<file path="src/design/bpc_pkg.sv">
// Shared types and constants for the barometric compensation pipeline.
`default_nettype none
package bpc_pkg;

    localparam int RAW_W   = 24;
    localparam int CAL_W   = 16;
    localparam int DT_W    = 25;
    localparam int PROD_W  = 42;
    localparam int TEMP_W  = 19;
    localparam int OFF_W   = 36;
    localparam int SENS_W  = 35;
    localparam int SLO_W   = 18;
    localparam int PP_W    = 42;
    localparam int MUL_W   = 60;
    localparam int PRESS_W = 18;
    localparam int IDX_W   = 3;
    localparam int DIFF_W  = MUL_W - 21 + 1;
    localparam int P_W     = DIFF_W - 15;

    localparam logic signed [P_W-1:0] P_MAX = P_W'(131071);
    localparam logic signed [P_W-1:0] P_MIN = -P_W'(131072);

    localparam logic [IDX_W-1:0] REG_SENS          = 3'd0;
    localparam logic [IDX_W-1:0] REG_OFFSET        = 3'd1;
    localparam logic [IDX_W-1:0] REG_SENS_TEMPCO   = 3'd2;
    localparam logic [IDX_W-1:0] REG_OFFSET_TEMPCO = 3'd3;
    localparam logic [IDX_W-1:0] REG_REF_TEMP      = 3'd4;
    localparam logic [IDX_W-1:0] REG_TEMP_COEFF    = 3'd5;

    localparam logic signed [TEMP_W-1:0] TEMP_BASE = 19'sd2000;

    typedef struct packed {
        logic [CAL_W-1:0] sens;
        logic [CAL_W-1:0] offset;
        logic [CAL_W-1:0] sens_tempco;
        logic [CAL_W-1:0] offset_tempco;
        logic [CAL_W-1:0] ref_temp;
        logic [CAL_W-1:0] temp_coeff;
    } cal_t;

    typedef struct packed {
        logic signed [TEMP_W-1:0] temp;
        logic signed [OFF_W-1:0]  off;
        logic signed [SENS_W-1:0] sens;
        logic [RAW_W-1:0]         d1;
    } coef_t;

endpackage
`default_nettype wire

</file>
<file path="src/design/bpc_press.sv">
// Back pipeline: D1 * SENS in partial products, offset removal, saturation.
`default_nettype none
module bpc_press (
    input  logic                                clk,
    input  logic                                rst_n,
    input  logic                                in_valid,
    output logic                                in_ready,
    input  bpc_pkg::coef_t                      coef,
    output logic                                out_valid,
    input  logic                                out_ready,
    output logic signed [bpc_pkg::TEMP_W-1:0]   temperature_centi,
    output logic signed [bpc_pkg::PRESS_W-1:0]  pressure_centi_mbar,
    output logic                                pressure_clipped
);

    logic s4_valid_reg, s5_valid_reg, s6_valid_reg;
    logic adv4, adv5, adv6;

    logic [bpc_pkg::PP_W-1:0]           pp_lo_next, pp_lo_reg;
    logic signed [bpc_pkg::PP_W-1:0]    pp_hi_next, pp_hi_reg;
    logic signed [bpc_pkg::MUL_W-1:0]   prod_next, prod_reg;
    logic signed [bpc_pkg::TEMP_W-1:0]  temp_s4_reg, temp_s5_reg, temp_s6_reg;
    logic signed [bpc_pkg::OFF_W-1:0]   off_s4_reg, off_s5_reg;
    logic signed [bpc_pkg::DIFF_W-1:0]  diff;
    logic signed [bpc_pkg::P_W-1:0]     p_full;
    logic signed [bpc_pkg::PRESS_W-1:0] press_next, press_reg;
    logic                               clip_next, clip_reg;

    assign adv6     = !s6_valid_reg || out_ready;
    assign adv5     = !s5_valid_reg || adv6;
    assign adv4     = !s4_valid_reg || adv5;
    assign in_ready = adv4;

    assign pp_lo_next = bpc_pkg::PP_W'(coef.d1) * bpc_pkg::PP_W'(coef.sens[bpc_pkg::SLO_W-1:0]);
    assign pp_hi_next = $signed({1'b0, coef.d1})
                      * $signed(coef.sens[bpc_pkg::SENS_W-1:bpc_pkg::SLO_W]);

    assign prod_next = ($signed(bpc_pkg::MUL_W'(pp_hi_reg)) <<< bpc_pkg::SLO_W)
                     + $signed({{(bpc_pkg::MUL_W-bpc_pkg::PP_W){1'b0}}, pp_lo_reg});

    always_comb
    begin
        diff = $signed(bpc_pkg::DIFF_W'($signed(prod_reg[bpc_pkg::MUL_W-1:21])))
             - $signed(bpc_pkg::DIFF_W'(off_s5_reg));
        p_full = diff[bpc_pkg::DIFF_W-1:15];
        if (p_full > bpc_pkg::P_MAX)
        begin
            press_next = bpc_pkg::PRESS_W'(bpc_pkg::P_MAX);
            clip_next  = 1'b1;
        end
        else if (p_full < bpc_pkg::P_MIN)
        begin
            press_next = bpc_pkg::PRESS_W'(bpc_pkg::P_MIN);
            clip_next  = 1'b1;
        end
        else
        begin
            press_next = p_full[bpc_pkg::PRESS_W-1:0];
            clip_next  = 1'b0;
        end
    end

    always_ff @(posedge clk or negedge rst_n)
    begin
        if (!rst_n)
        begin
            s4_valid_reg <= 1'b0;
            s5_valid_reg <= 1'b0;
            s6_valid_reg <= 1'b0;
        end
        else
        begin
            if (adv4)
                s4_valid_reg <= in_valid;
            if (adv5)
                s5_valid_reg <= s4_valid_reg;
            if (adv6)
                s6_valid_reg <= s5_valid_reg;
        end
    end

    always_ff @(posedge clk)
    begin
        if (adv4)
        begin
            pp_lo_reg   <= pp_lo_next;
            pp_hi_reg   <= pp_hi_next;
            temp_s4_reg <= coef.temp;
            off_s4_reg  <= coef.off;
        end
        if (adv5)
        begin
            prod_reg    <= prod_next;
            temp_s5_reg <= temp_s4_reg;
            off_s5_reg  <= off_s4_reg;
        end
        if (adv6)
        begin
            press_reg   <= press_next;
            clip_reg    <= clip_next;
            temp_s6_reg <= temp_s5_reg;
        end
    end

    assign out_valid           = s6_valid_reg;
    assign temperature_centi   = temp_s6_reg;
    assign pressure_centi_mbar = press_reg;
    assign pressure_clipped    = clip_reg;

endmodule
`default_nettype wire

</file>
<file path="config.mk">
export PLATFORM = sky130hd
export DESIGN_NAME = bpc_press
export DESIGN_NICKNAME = d
export VERILOG_FILES = /design/src/design/bpc_pkg.sv /design/src/design/bpc_press.sv
export SDC_FILE = /design/constraint.sdc
export NUM_CORES = 2
export LEC_CHECK = 0
export ABC_AREA = 1
export BUFFER_PORTS_ARGS = -buffer_cell sky130_fd_sc_hd__buf_2
export CAP_MARGIN = 0
export CORE_ASPECT_RATIO = 1.5
export CORE_MARGIN = 2
export CORE_UTILIZATION = 55
export DETAILED_ROUTE_END_ITERATION = 10
export HOLD_SLACK_MARGIN = 0.06
export PLACE_DENSITY = 0.74
export SLEW_MARGIN = 20
export SYNTH_ARGS = -nofsm -noshare
export SYNTH_HDL_FRONTEND = slang
export SYNTH_SLANG_ARGS = --single-unit
export TNS_END_PERCENT = 20
</file>
<file path="constraint.sdc">
create_clock -name clk -period 9.8 [get_ports clk]
set_input_delay 0.49 -clock clk [delete_from_list [all_inputs] [get_ports clk]]
set_output_delay 0.49 -clock clk [all_outputs]
set_load 0.02 [all_outputs]
</file>
Yosys cells after proc, flatten, opt, wreduce, memory -nomap -nowiden
Cells that the tools add are included.
{"block": "op_classes", "n_addsub": 2, "n_mul": 2, "order_cmp": 2, "n_mux": 2, "n_reduce_logical": 6}
{"operator": "adder 60 x 43 -> 60 bit", "n": 1}
{"operator": "multiplier 24 x 18 -> 42 bit", "n": 1}
{"operator": "multiplier 25 x 17 -> 42 bit", "n": 1}
{"operator": "subtractor 39 x 36 -> 40 bit", "n": 1}
{"operator": "> comparator 25 x 18 -> 1 bit (second input constant)", "n": 1}
{"operator": "< comparator 25 x 18 -> 1 bit (second input constant)", "n": 1}
{"operator": "two-way mux 18 bit", "n": 1}
{"operator": "zero test 1 bit", "n": 3}
{"operator": "logical OR 1 bit", "n": 3}
{"operator": "two-way mux 1 bit", "n": 1}
{"block": "word_totals", "regBits": 295, "input_bits": 118, "out_inout_bits": 40, "elab_cells": 27}

Logic depth before layout (Yosys ltp)
{"block": "depth", "depth_word": 4, "depth_mapped": 29, "depth_no_buf": 27}

Worst setup path after synthesis
No wires, ideal clock.
{"block": "synth_path", "path_kind": "input -> register", "start": "in coef[13] in the netlist's numbering", "end": "reg pp_lo_reg[34] in the netlist's numbering (data pin)", "setup_ns": 0.261, "arrival_time_ns": 5.729, "t_required_ns": 9.539, "setup_slack_ns": 3.810, "stages": 24, "n_path_buf": 2, "cell_sequence": "clkbuf_1 -> clkbuf_1 -> nand2_1 -> fa_1 -> inv_1 -> fa_1 -> inv_1 -> fa_1 -> inv_1 -> fa_1 -> fa_1 -> inv_1 -> fa_1 -> inv_1 -> ha_1 -> nand2_1 -> nor2_1 -> inv_1 -> nor4_1 -> a21oi_1 -> o21bai_1 -> nand2_1 -> nand2_1 -> xor2_1"}
{"block": "synth_via", "elab_chain_len": 1}
{"item": "from (decl)", "line": "bpc_press.sv:8", "text": "input bpc_pkg::coef_t coef,"}
{"item": "multiplier 24 x 18 -> 42 bit", "line": "bpc_press.sv:34", "text": "assign pp_lo_next = bpc_pkg::PP_W'(coef.d1) * bpc_pkg::PP_W'(coef.sens[bpc_pkg::SLO_W-1:0]);"}
{"item": "net pp_lo_next (one bit)", "line": "bpc_press.sv:19", "text": "logic [bpc_pkg::PP_W-1:0] pp_lo_next, pp_lo_reg;"}
{"item": "to (signal assigned)", "line": "bpc_press.sv:86", "text": "pp_lo_reg <= pp_lo_next;"}
{"item": "to (decl)", "line": "bpc_press.sv:19"}
The timed path passes the listed nets, and every way through them passes these cells.
A chain may end at the register's enable or synchronous reset.

Worst setup path in the final report
{"block": "layout_path", "start": "in coef[10] in the netlist's numbering", "end": "reg pp_lo_reg[31] in the netlist's numbering (data pin)"}
The elaborated chain is that of the path after synthesis.

==> flow_summary.yaml <==
status:
  status: "completed"
yosys:
  ys_seq_area_frac: 0.189
  synth_top_cell_by_area: "fa_1"
  yosysUniqueCellTypes: 51
  synth_top_area_frac: 0.336
  ys_ff_latch: 256
  avgSynthCellArea_um2: 8.29
  synth_cells: 4884
  netlist_area_mm2: 0.0405
  syn_nets: 5997
  synth_flop_cell: "edfxtp_1"
  async_flop_share: 0.0117
  ys_top_cells_by_area: "fa_1, edfxtp_1, inv_1"
  yosysWarnings: 0
  synth_edf_count: 253
detailed_routing:
  post-route-drc-count: 0
  drt-pass1-iter-count: 5
  drt_iter0_markers: 1877
  vias: 30996
  wl_per_cell_um: 17.9
  drtAntennaViolNets: 0
  viasPerCell: 5.25
  routed_wirelength_mm: 106
clocking:
  cts_tree: "done"
  cts_root_buf: "clkbuf_16"
  clkSinkCount: 256
  cts_resized: 0
  numCtsBuffers: 22
  clkTransAtPathRegs_ns: 0.07
  insertion_delay_ns: 0.54
  h-tree-depth: 1
  clock_path_buffers: 3
grt:
  grt_util_all_layers: 0.291
  grt_max_degree: 72
  grt_pass1_wl_mm: 171
  grt_pass1_vias: 33801
  antenna_found_initial: 3
  grt_overflow: 0
placement:
  hpwl_mm: 82.0
  place.gp.congestion: 0.933
  port-buffer-count: 157
worst_setup_path:
  path_buf_inv: 4
  path_delay_family: "adder cells"
  crit_slowest_cell: "buf_2"
  cp.required_ns: 10.07
  max_stage_delay_ns: 0.74
  arrival_ns: 6.69
  r2r-start: "prod_reg[42]$_DFFE_PP_"
  path_class: "primary input to register"
  crit_path_end_kind: "register"
  critical_path_peak_fanout: 35
  startpoint: "coef[10]"
  path_cells: "buf_2 -> nand2_1 -> fa_1 -> inv_1 -> fa_1 -> fa_1 -> fa_1 -> fa_1 -> inv_1 -> fa_1 -> inv_1 -> ha_1 -> nand2_1 -> nor2_1 -> nand2_1 -> nor4_1 -> nand2_1 -> nand3_1 -> a21boi_0 -> o21bai_1 -> xor2_1"
  startpoint_type: "primary input"
  crit_top_cell: "fa_1"
hold_path:
  worst_hold_path_type: "primary input to register"
  worst_hold_startpoint: "coef[89]"
run:
  drv_cap: 0
timing:
  min_period_ns: 6.42
  fin_skew_ns: 0.0211
  period_share: 0.655
  rsz0062_at_grt: "no"
  tns_ns: 0
  max_freq_ghz: 0.156
  worst_pin_slew_ns: 1.08
  finalHoldViolations: 0
  final_max_slew_viol_count: 0
  setup_viol: 0
  slew_headroom: 0.281
cells_and_area:
  final_cell_mix: "inv_1, nand2_1, fa_1"
  finalNetCount: 6022
  antenna_cells: 0
  nFillCells: 6630
  drive_gt1_frac: 0.0563
  register_area_mm2: 0.00767
  syn_to_final_growth_pct: 5.16
  largest_register_ffs: 42
  layout_commonest_cell: "inv_1"
  multi_input_area_mm2: 0.0269
floorplanning:
  die_w_um: 226
  ios: 158
  start_util: 0.556
  core_mm2: 0.0728
  dieArea_mm2: 0.0759
  rows: 121
  die_h_um: 336
## stage by stage
stage	hold WS, ns	instance area, um2	setup WS (ns)	cells	utilization
final	0.125	42600	3.38	5906	0.585
after global routing	0.114	42600	3.08	5906	0.585
after CTS	0.0918	42600	3.46	5906	0.585
after detailed placement	0.292	42000	2.89	5868	0.576
after global placement	0.292	42000	2.93	5868	0.576
after floorplan	0.194	40500	3.81	4884	-
## per-layer routing
metal  global-route usage  part of all wire  vias to the layer above
li1                     -                 -                    14313
met1                0.327              0.37                    15092
met2                0.527              0.50                     1226
met3               0.0384             0.066                      359
met4                0.167             0.065                        6
met5                    0           0.00035                        -
## cells in the mapped netlist (12+ instances only)
| cell | instances |
|---|---|
| fa_1 | 679 |
| a21o_1 | 14 |
| nand3_1 | 67 |
| inv_1 | 1401 |
| o21ai_0 | 77 |
| nand4_1 | 12 |
| ha_1 | 316 |
| edfxtp_1 | 253 |
| xor2_1 | 72 |
| nor2_1 | 203 |
| nor3_1 | 22 |
| nand2_1 | 1237 |
| xnor2_1 | 38 |
| nand2_2 | 34 |
| a31oi_1 | 32 |
| a21oi_1 | 144 |
| o21bai_1 | 14 |
| clkbuf_1 | 164 |
## kinds of logic after synthesis
kind of cell / share of synthesized area
and+or+nand+nor: 0.162
buffers and inverters: 0.147
adders and majority gates: 0.433
AOI/OAI and AO/OA: 0.0448
DFF: 0.189
xor gates and xnor gates: 0.0242
## area by class of cell
type	instances	share of cell area
Multi-Input combinational cell	3052	0.631
Timing Repair Buffer	169	0.0206
Inverter	1408	0.124
Tap cell	984	0.0289
Clock buffer	25	0.0132
Sequential cell	256	0.180
Clock inverter	12	0.00173
## final timing paths
kind,slack (ns),end,depth (start not counted)
hold / removal,0.12,off_s4_reg[30]$_DFFE_PP_,1
max in group asynchronous,9.42,s5_valid_reg$_DFFE_PN0P_,2
hold reg to reg,0.41,temperature_centi[0]$_DFFE_PP_,0
setup / recovery,3.38,pp_lo_reg[31]$_DFFE_PP_,21
min in group asynchronous,0.27,out_valid$_DFFE_PN0P_,2
setup reg to reg,6.83,pressure_centi_mbar[4]$_SDFFCE_PN1P_,15
## what timing repair did
item / in CTS / in global routing
hold buffers: 1 / 0
setup endpoints to repair: 0 / 0
endpoints found under the hold margin: 3 / 0
buffers inserted: 0 / 0
Power is left out: the tool's default activity adds up to more than one toggle a clock period on the data nets, which glitch-free logic cannot reach.
