`config.mk`:
```
export PLATFORM = sky130hd
export DESIGN_NAME = bpc_coef
export DESIGN_NICKNAME = d
export VERILOG_FILES = /design/src/design/bpc_pkg.sv /design/src/design/bpc_coef.sv
export SDC_FILE = /design/constraint.sdc
export NUM_CORES = 2
export LEC_CHECK = 0
export BUFFER_PORTS_ARGS = -buffer_cell sky130_fd_sc_hd__buf_4
export CAP_MARGIN = 20
export CELL_PAD_IN_SITES_DETAIL_PLACEMENT = 1
export CELL_PAD_IN_SITES_GLOBAL_PLACEMENT = 1
export CORE_MARGIN = 2
export CORE_UTILIZATION = 45
export CTS_CLUSTER_DIAMETER = 200
export DETAILED_ROUTE_END_ITERATION = 10
export GPL_ROUTABILITY_DRIVEN = 0
export PLACE_DENSITY_LB_ADDON = 0.1
export SLEW_MARGIN = 10
export SYNTH_ARGS = -nofsm -noshare
export SYNTH_HDL_FRONTEND = slang
export SYNTH_SLANG_ARGS = --single-unit
```
`constraint.sdc`:
```
create_clock -name clk -period 6.5 [get_ports clk]
set_clock_uncertainty 0.1 [all_clocks]
set_input_delay 0.65 -clock clk [delete_from_list [all_inputs] [get_ports clk]]
set_output_delay 0.65 -clock clk [all_outputs]
set_load 0.01 [all_outputs]
```
`src/design/bpc_pkg.sv`:
```
// Shared types and constants for the barometric compensation pipeline.
`default_nettype none
package bpc_pkg;

    localparam int RAW_W   = 24;
    localparam int CAL_W   = 16;
    localparam int DT_W    = 25;
    localparam int PROD_W  = 42;
    localparam int TEMP_W  = 19;
    localparam int OFF_W   = 36;
    localparam int SENS_W  = 35;
    localparam int SLO_W   = 18;
    localparam int PP_W    = 42;
    localparam int MUL_W   = 60;
    localparam int PRESS_W = 18;
    localparam int IDX_W   = 3;
    localparam int DIFF_W  = MUL_W - 21 + 1;
    localparam int P_W     = DIFF_W - 15;

    localparam logic signed [P_W-1:0] P_MAX = P_W'(131071);
    localparam logic signed [P_W-1:0] P_MIN = -P_W'(131072);

    localparam logic [IDX_W-1:0] REG_SENS          = 3'd0;
    localparam logic [IDX_W-1:0] REG_OFFSET        = 3'd1;
    localparam logic [IDX_W-1:0] REG_SENS_TEMPCO   = 3'd2;
    localparam logic [IDX_W-1:0] REG_OFFSET_TEMPCO = 3'd3;
    localparam logic [IDX_W-1:0] REG_REF_TEMP      = 3'd4;
    localparam logic [IDX_W-1:0] REG_TEMP_COEFF    = 3'd5;

    localparam logic signed [TEMP_W-1:0] TEMP_BASE = 19'sd2000;

    typedef struct packed {
        logic [CAL_W-1:0] sens;
        logic [CAL_W-1:0] offset;
        logic [CAL_W-1:0] sens_tempco;
        logic [CAL_W-1:0] offset_tempco;
        logic [CAL_W-1:0] ref_temp;
        logic [CAL_W-1:0] temp_coeff;
    } cal_t;

    typedef struct packed {
        logic signed [TEMP_W-1:0] temp;
        logic signed [OFF_W-1:0]  off;
        logic signed [SENS_W-1:0] sens;
        logic [RAW_W-1:0]         d1;
    } coef_t;

endpackage
`default_nettype wire

```
`src/design/bpc_coef.sv`:
```
// Front pipeline: dT, temperature, offset and sensitivity (three stages).
`default_nettype none
module bpc_coef (
    input  logic                       clk,
    input  logic                       rst_n,
    input  bpc_pkg::cal_t              cal,
    input  logic                       in_valid,
    output logic                       in_ready,
    input  logic [bpc_pkg::RAW_W-1:0]  raw_temp,
    input  logic [bpc_pkg::RAW_W-1:0]  raw_press,
    output logic                       out_valid,
    input  logic                       out_ready,
    output bpc_pkg::coef_t             coef
);

    logic s1_valid_reg, s2_valid_reg, s3_valid_reg;
    logic adv1, adv2, adv3;

    logic signed [bpc_pkg::DT_W-1:0]   dt_next, dt_reg;
    logic [bpc_pkg::RAW_W-1:0]         d1_s1_reg, d1_s2_reg;
    logic signed [bpc_pkg::PROD_W-1:0] tprod_next, oprod_next, sprod_next;
    logic signed [bpc_pkg::PROD_W-1:0] tprod_reg, oprod_reg, sprod_reg;
    bpc_pkg::coef_t                    coef_next, coef_reg;

    assign adv3     = !s3_valid_reg || out_ready;
    assign adv2     = !s2_valid_reg || adv3;
    assign adv1     = !s1_valid_reg || adv2;
    assign in_ready = adv1;

    assign dt_next = $signed({1'b0, raw_temp}) - $signed({1'b0, cal.ref_temp, 8'b0});

    assign tprod_next = dt_reg * $signed({1'b0, cal.temp_coeff});
    assign oprod_next = dt_reg * $signed({1'b0, cal.offset_tempco});
    assign sprod_next = dt_reg * $signed({1'b0, cal.sens_tempco});

    always_comb
    begin
        coef_next.temp = $signed(tprod_reg[bpc_pkg::PROD_W-1:23]) + bpc_pkg::TEMP_BASE;
        coef_next.off  = $signed(oprod_reg[bpc_pkg::PROD_W-1:6])
                       + $signed({3'b0, cal.offset, 17'b0});
        coef_next.sens = $signed(sprod_reg[bpc_pkg::PROD_W-1:7])
                       + $signed({3'b0, cal.sens, 16'b0});
        coef_next.d1   = d1_s2_reg;
    end

    always_ff @(posedge clk or negedge rst_n)
    begin
        if (!rst_n)
        begin
            s1_valid_reg <= 1'b0;
            s2_valid_reg <= 1'b0;
            s3_valid_reg <= 1'b0;
        end
        else
        begin
            if (adv1)
                s1_valid_reg <= in_valid;
            if (adv2)
                s2_valid_reg <= s1_valid_reg;
            if (adv3)
                s3_valid_reg <= s2_valid_reg;
        end
    end

    always_ff @(posedge clk)
    begin
        if (adv1)
        begin
            dt_reg    <= dt_next;
            d1_s1_reg <= raw_press;
        end
        if (adv2)
        begin
            tprod_reg <= tprod_next;
            oprod_reg <= oprod_next;
            sprod_reg <= sprod_next;
            d1_s2_reg <= d1_s1_reg;
        end
        if (adv3)
            coef_reg <= coef_next;
    end

    assign out_valid = s3_valid_reg;
    assign coef      = coef_reg;

endmodule
`default_nettype wire

```
* Word level (Yosys, flattened, before mapping)
Cells that the tools add are included.
** Word-level totals
- Flip-flop bits (word level) :: 316
- Bits in latches :: 0
- Memory bits (writable) :: 0
- Bits in read-only memories :: 0
- Input bits :: 148
- Output and inout bits :: 116
- Logic and storage cells :: 26
- Memories :: 0
** Operators by class
- $add $sub $neg :: 4
- Multiply operators :: 3
- Div/mod/pow operators :: 0
- $lt $le $gt $ge :: 0
- Equal/unequal tests :: 0
- Shifts and indexed selects :: 0
- Muxes and demuxes :: 0
- Bitwise operators :: 0
- Reduce and logical (&&, ||, !) cells :: 6
** Operators with widths (number)
- multiplier 25 x 17 -> 42 bit :: 3
- adder 36 x 34 -> 36 bit :: 1
- adder 35 x 33 -> 35 bit :: 1
- subtractor 24 x 24 -> 25 bit :: 1
- adder 19 x 12 -> 19 bit, second input constant :: 1
- logical NOT 1 bit :: 3
- logical OR 1 bit :: 3

* Depth between registers and ports, before layout
- Word-level depth :: 4
- Mapped depth :: 26
- Depth with buffers taken out :: 25

* Worst setup path after synthesis
Ideal clock, no wire load.
- Path kind :: input -> register
- Start :: input cal[51] (netlist bit)
- End :: register sprod_reg[41] (netlist bit) (data pin)
- Setup time :: 0.260 ns
- Arrival :: 6.600 ns
- Required time :: 6.140 ns
- Slack :: -0.460 ns
- Cell stages on the path :: 23
- Buffers on the path :: 2
- Cell sequence :: clkbuf_1 clkbuf_1 nand2_1 fa_1 fa_1 inv_1 fa_1 fa_1 fa_1 inv_1 fa_1 inv_1 ha_1 a21oi_1 nor2_1 o21ai_1 nand2b_1 a21o_1 a21o_1 or4b_1 a31o_2 a21oi_2 xnor2_1
** Between the ends
- Longest elaborated chain between the ends :: 1
** RTL lines
- from (decl) :: line bpc_coef.sv:6 : input bpc_pkg::cal_t cal,
- multiplier 25 x 17 -> 42 bit :: line bpc_coef.sv:34 : assign sprod_next = dt_reg * $signed({1'b0, cal.sens_tempco});
- named net sprod_next (one bit) :: line bpc_coef.sv:21 : logic signed [bpc_pkg::PROD_W-1:0] tprod_next, oprod_next, sprod_next;
- to (signal assigned) :: line bpc_coef.sv:76 : sprod_reg <= sprod_next;
- to (decl) :: line bpc_coef.sv:22 : logic signed [bpc_pkg::PROD_W-1:0] tprod_reg, oprod_reg, sprod_reg;
The timed path passes the listed nets, and every way through them passes these cells.
A chain may end at the register's enable or synchronous reset.

* Worst setup path after layout
- Start :: register dt_reg[10] (netlist bit)
- End :: register sprod_reg[41] (netlist bit) (data pin)
** Between the ends
- Longest elaborated chain between the ends :: 1
** RTL lines
- from (decl) :: line bpc_coef.sv:19 : logic signed [bpc_pkg::DT_W-1:0] dt_next, dt_reg;
- from (signal assigned) :: line bpc_coef.sv:69 : dt_reg <= dt_next;
- multiplier 25 x 17 -> 42 bit :: line bpc_coef.sv:34
- named net sprod_next (one bit) :: line bpc_coef.sv:21
The timed path passes the listed nets, and every way through them passes these cells.

==> impl_metrics.ini <==
[outcome]
violations = negative setup slack
outcome = finished, violations left

[timing]
layout_setup_ws_ns = -0.229
setup_viol_count_final = 40
rsz0062_at_grt = yes
slew_viol_final = 0
finalCriticalPeriod_ns = 6.73
final_hold_viol_count = 0
fin_setup_tns_ns = -3.79
worstMarginPinSlew_ns = 0.887
max_slew_margin_pct = 40.9
fin_crit_sh_pct = 104
clock.fmax_mhz = 149

[yosys]
async_flop_share_pct = 1.07
synth_seq_area_share_pct = 16.0
synth_top_family_by_area = adder cells
synthFlopType = edfxtp_1
synth_area_mm2 = 0.0524
synth_xor_area_share_pct = 2.41
synth_compound_area_share_pct = 3.18
synth-edff-count = 277
postSynthAreaPerCell_um2 = 9.84
synthAdderAreaFrac_pct = 53.1
synth_seq_cells = 280
synthMuxAreaShare_pct = 0
yosys.area_share.simple_pct = 13.4
yosysUniqueCellTypes = 59
syn_inst = 5325
mappedNetlistNets = 6995
yosys_warnings = 0

[worst_setup_path]
r2r_slack_ns = -0.23
r2r_end = sprod_reg[41]$_DFFE_PP_
crit_path_start_kind = flop
crit_start = dt_reg[10]$_DFFE_PP_
critPathMaxFanout = 8
r2r_cells = 20
worstPathRequired_ns = 6.75
crit_arrival_ns = 6.98
r2r_start = dt_reg[10]$_DFFE_PP_
criticalPathCategory = flop to flop
endpoint = sprod_reg[41]$_DFFE_PP_
critPathCaptureType = flop

[drt]
finalWirelength_mm = 138
drc_errors = 0
vias = 36900
final_antenna_net_count = 0
drt-initial-drc-count = 1412
routedWlPerCell_um = 18.5
via_per_inst = 4.95
first_pass_iters = 5

[hold_path]
hold_class = input port to flop

[clock_network]
cts.path.max_buffers = 3
cts_sinks = 280
tritoncts = yes
cts.clk_slew.worst_paths_ns = 0.06
htreeDepth = 2
cts_root_buf = clkbuf_16
cts_buffers = 38
clk_latency_ns = 0.63

[finish]
layout.nets = 7584
largest_reg_flops = 114
final_cell_mix = inv_1 (1399), fa_1 (1138), nand2_1 (756), buf_4 (690), and2_1 (455)
drive_gt1_share_pct = 17.5
nFillCells = 12800
layout_commonest_cell = inv_1
area_delta_synth_final_pct = 18.9
instances_no_fill = 7467

[floorplanning]
dieArea_mm2 = 0.119
placementRows = 125
die_h_um = 345
die_w_um = 345
core_region_area_mm2 = 0.116
io_pins = 264
start_util_pct = 45.2

[global_routing]
antenna_found_initial = 5
grt_pass1_wl_mm = 226
grt_pass1_vias = 42500
grt_max_degree = 57
grt.total_usage_pct = 24.2
grt-ovfl-total = 0

[job]
maxCapViolCount = 0

[placed_design]
port_buffers = 263
dp.cells = 7322
hpwl_mm = 114
[timing repair]
item,4_1_cts,5_1_grt
cloned,0,3
hold endpoints to repair,3,0
pin swaps,63,108
gates resized for setup,95,156
hold buffers,1,0
buffers inserted,36,41
setup endpoints to repair,47,58
[area by class of cell]
| cell class | count | area [µm²] | area share (%) |
|---|---|---|---|
| inverters | 1427 | 5360 | 8.60 |
| multi-input cells | 3389 | 38700 | 62.1 |
| diodes | 3 | 7.51 | 0.0120 |
| clock inverters | 20 | 253 | 0.406 |
| flip-flops and latches | 280 | 8390 | 13.5 |
| clock buffers | 46 | 991 | 1.59 |
| repair buffers | 778 | 6680 | 10.7 |
| well taps | 1524 | 1910 | 3.06 |
[routing by layer]
metal | up-vias | track usage [%] | part of all wire (%)
met3 | 190 | 2.81 | 3.1
met5 | - | 0 | 0.017
met2 | 533 | 43.7 | 52
met4 | 4 | 7.30 | 3.4
met1 | 19500 | 30.4 | 41
li1 | 16700 | - | -
[logic make-up (layout without fill, tap and decap cells)]
family | count (synthesis) | after routing
and+or+nand+nor | 1476 | 1476
buffers and inverters | 1656 | 2271
adders and majority gates | 1522 | 1522
xor gates and xnor gates | 144 | 144
DFF | 280 | 280
AOI/OAI and AO/OA | 247 | 247
other | 0 | 3
[metrics by stage]
stage	util, %	instance area (µm²)	hold WS, ns	setup slack [ns]
2_1_floorplan	-	52700	0.254	-0.0552
3_3_place_gp	51.1	59300	0.300	-0.709
3_5_place_dp	51.1	59300	0.305	-0.775
4_1_cts	52.9	61400	0.0520	-0.215
5_1_grt	53.8	62300	0.0610	-0.456
6_report	53.8	62300	0.0972	-0.229
[worst min path at each step]
stage,from,endpoint,slack (ns),cells after the start
2_1_floorplan,rst_n,out_valid$_DFFE_PN0P_,0.25,0
3_3_place_gp,d1_s1_reg[8]$_DFFE_PP_,d1_s2_reg[8]$_DFFE_PP_,0.30,0
3_5_place_dp,tprod_reg[26]$_DFFE_PP_,coef[98]$_DFFE_PP_,0.31,0
4_1_cts,raw_press[17],d1_s1_reg[17]$_DFFE_PP_,0.05,1
5_1_grt,raw_press[17],d1_s1_reg[17]$_DFFE_PP_,0.06,1
6_report,raw_press[11],d1_s1_reg[11]$_DFFE_PP_,0.1,1
[synth_stat cells (4+ instances only)]
cell | instances | area, µm²
a211oi_1 | 8 | 60.1
a21boi_0 | 7 | 52.6
a21o_1 | 42 | 315
a21oi_1 | 70 | 350
a221oi_1 | 4 | 35.0
a31o_2 | 4 | 35.0
and2_1 | 475 | 2970
and3_1 | 17 | 106
and4_1 | 6 | 52.6
clkbuf_1 | 229 | 860
edfxtp_1 | 277 | 8320
fa_1 | 1170 | 23400
ha_1 | 352 | 4400
inv_1 | 1427 | 5360
nand2_1 | 766 | 2880
nand2b_1 | 15 | 93.8
nand3_1 | 18 | 90.1
nand4_1 | 11 | 68.8
nor2_1 | 95 | 357
nor2b_1 | 21 | 131
nor3_1 | 34 | 170
o21a_1 | 26 | 195
o21ai_0 | 24 | 120
o21ai_1 | 15 | 75.1
o31ai_1 | 6 | 45.0
or3_1 | 7 | 43.8
xnor2_1 | 108 | 946
xor2_1 | 36 | 315
[critical path: stages, from the launching register on]
cell      delay, ns
edfxtp_1       0.48
buf_12         0.19
buf_8          0.13
and2_1         0.17
fa_1           0.51
fa_1           0.59
fa_1           0.46
fa_2           0.55
fa_1           0.46
fa_1           0.55
ha_4           0.21
buf_4          0.14
a21o_1         0.20
a221oi_4       0.31
nor2b_4        0.24
a211oi_4       0.10
nor2_1         0.11
or4b_4         0.49
a31o_4         0.26
a21oi_2        0.13
xnor2_1        0.07
Power is left out: the tool's default activity adds up to more than one toggle a clock period on the data nets, which glitch-free logic cannot reach.
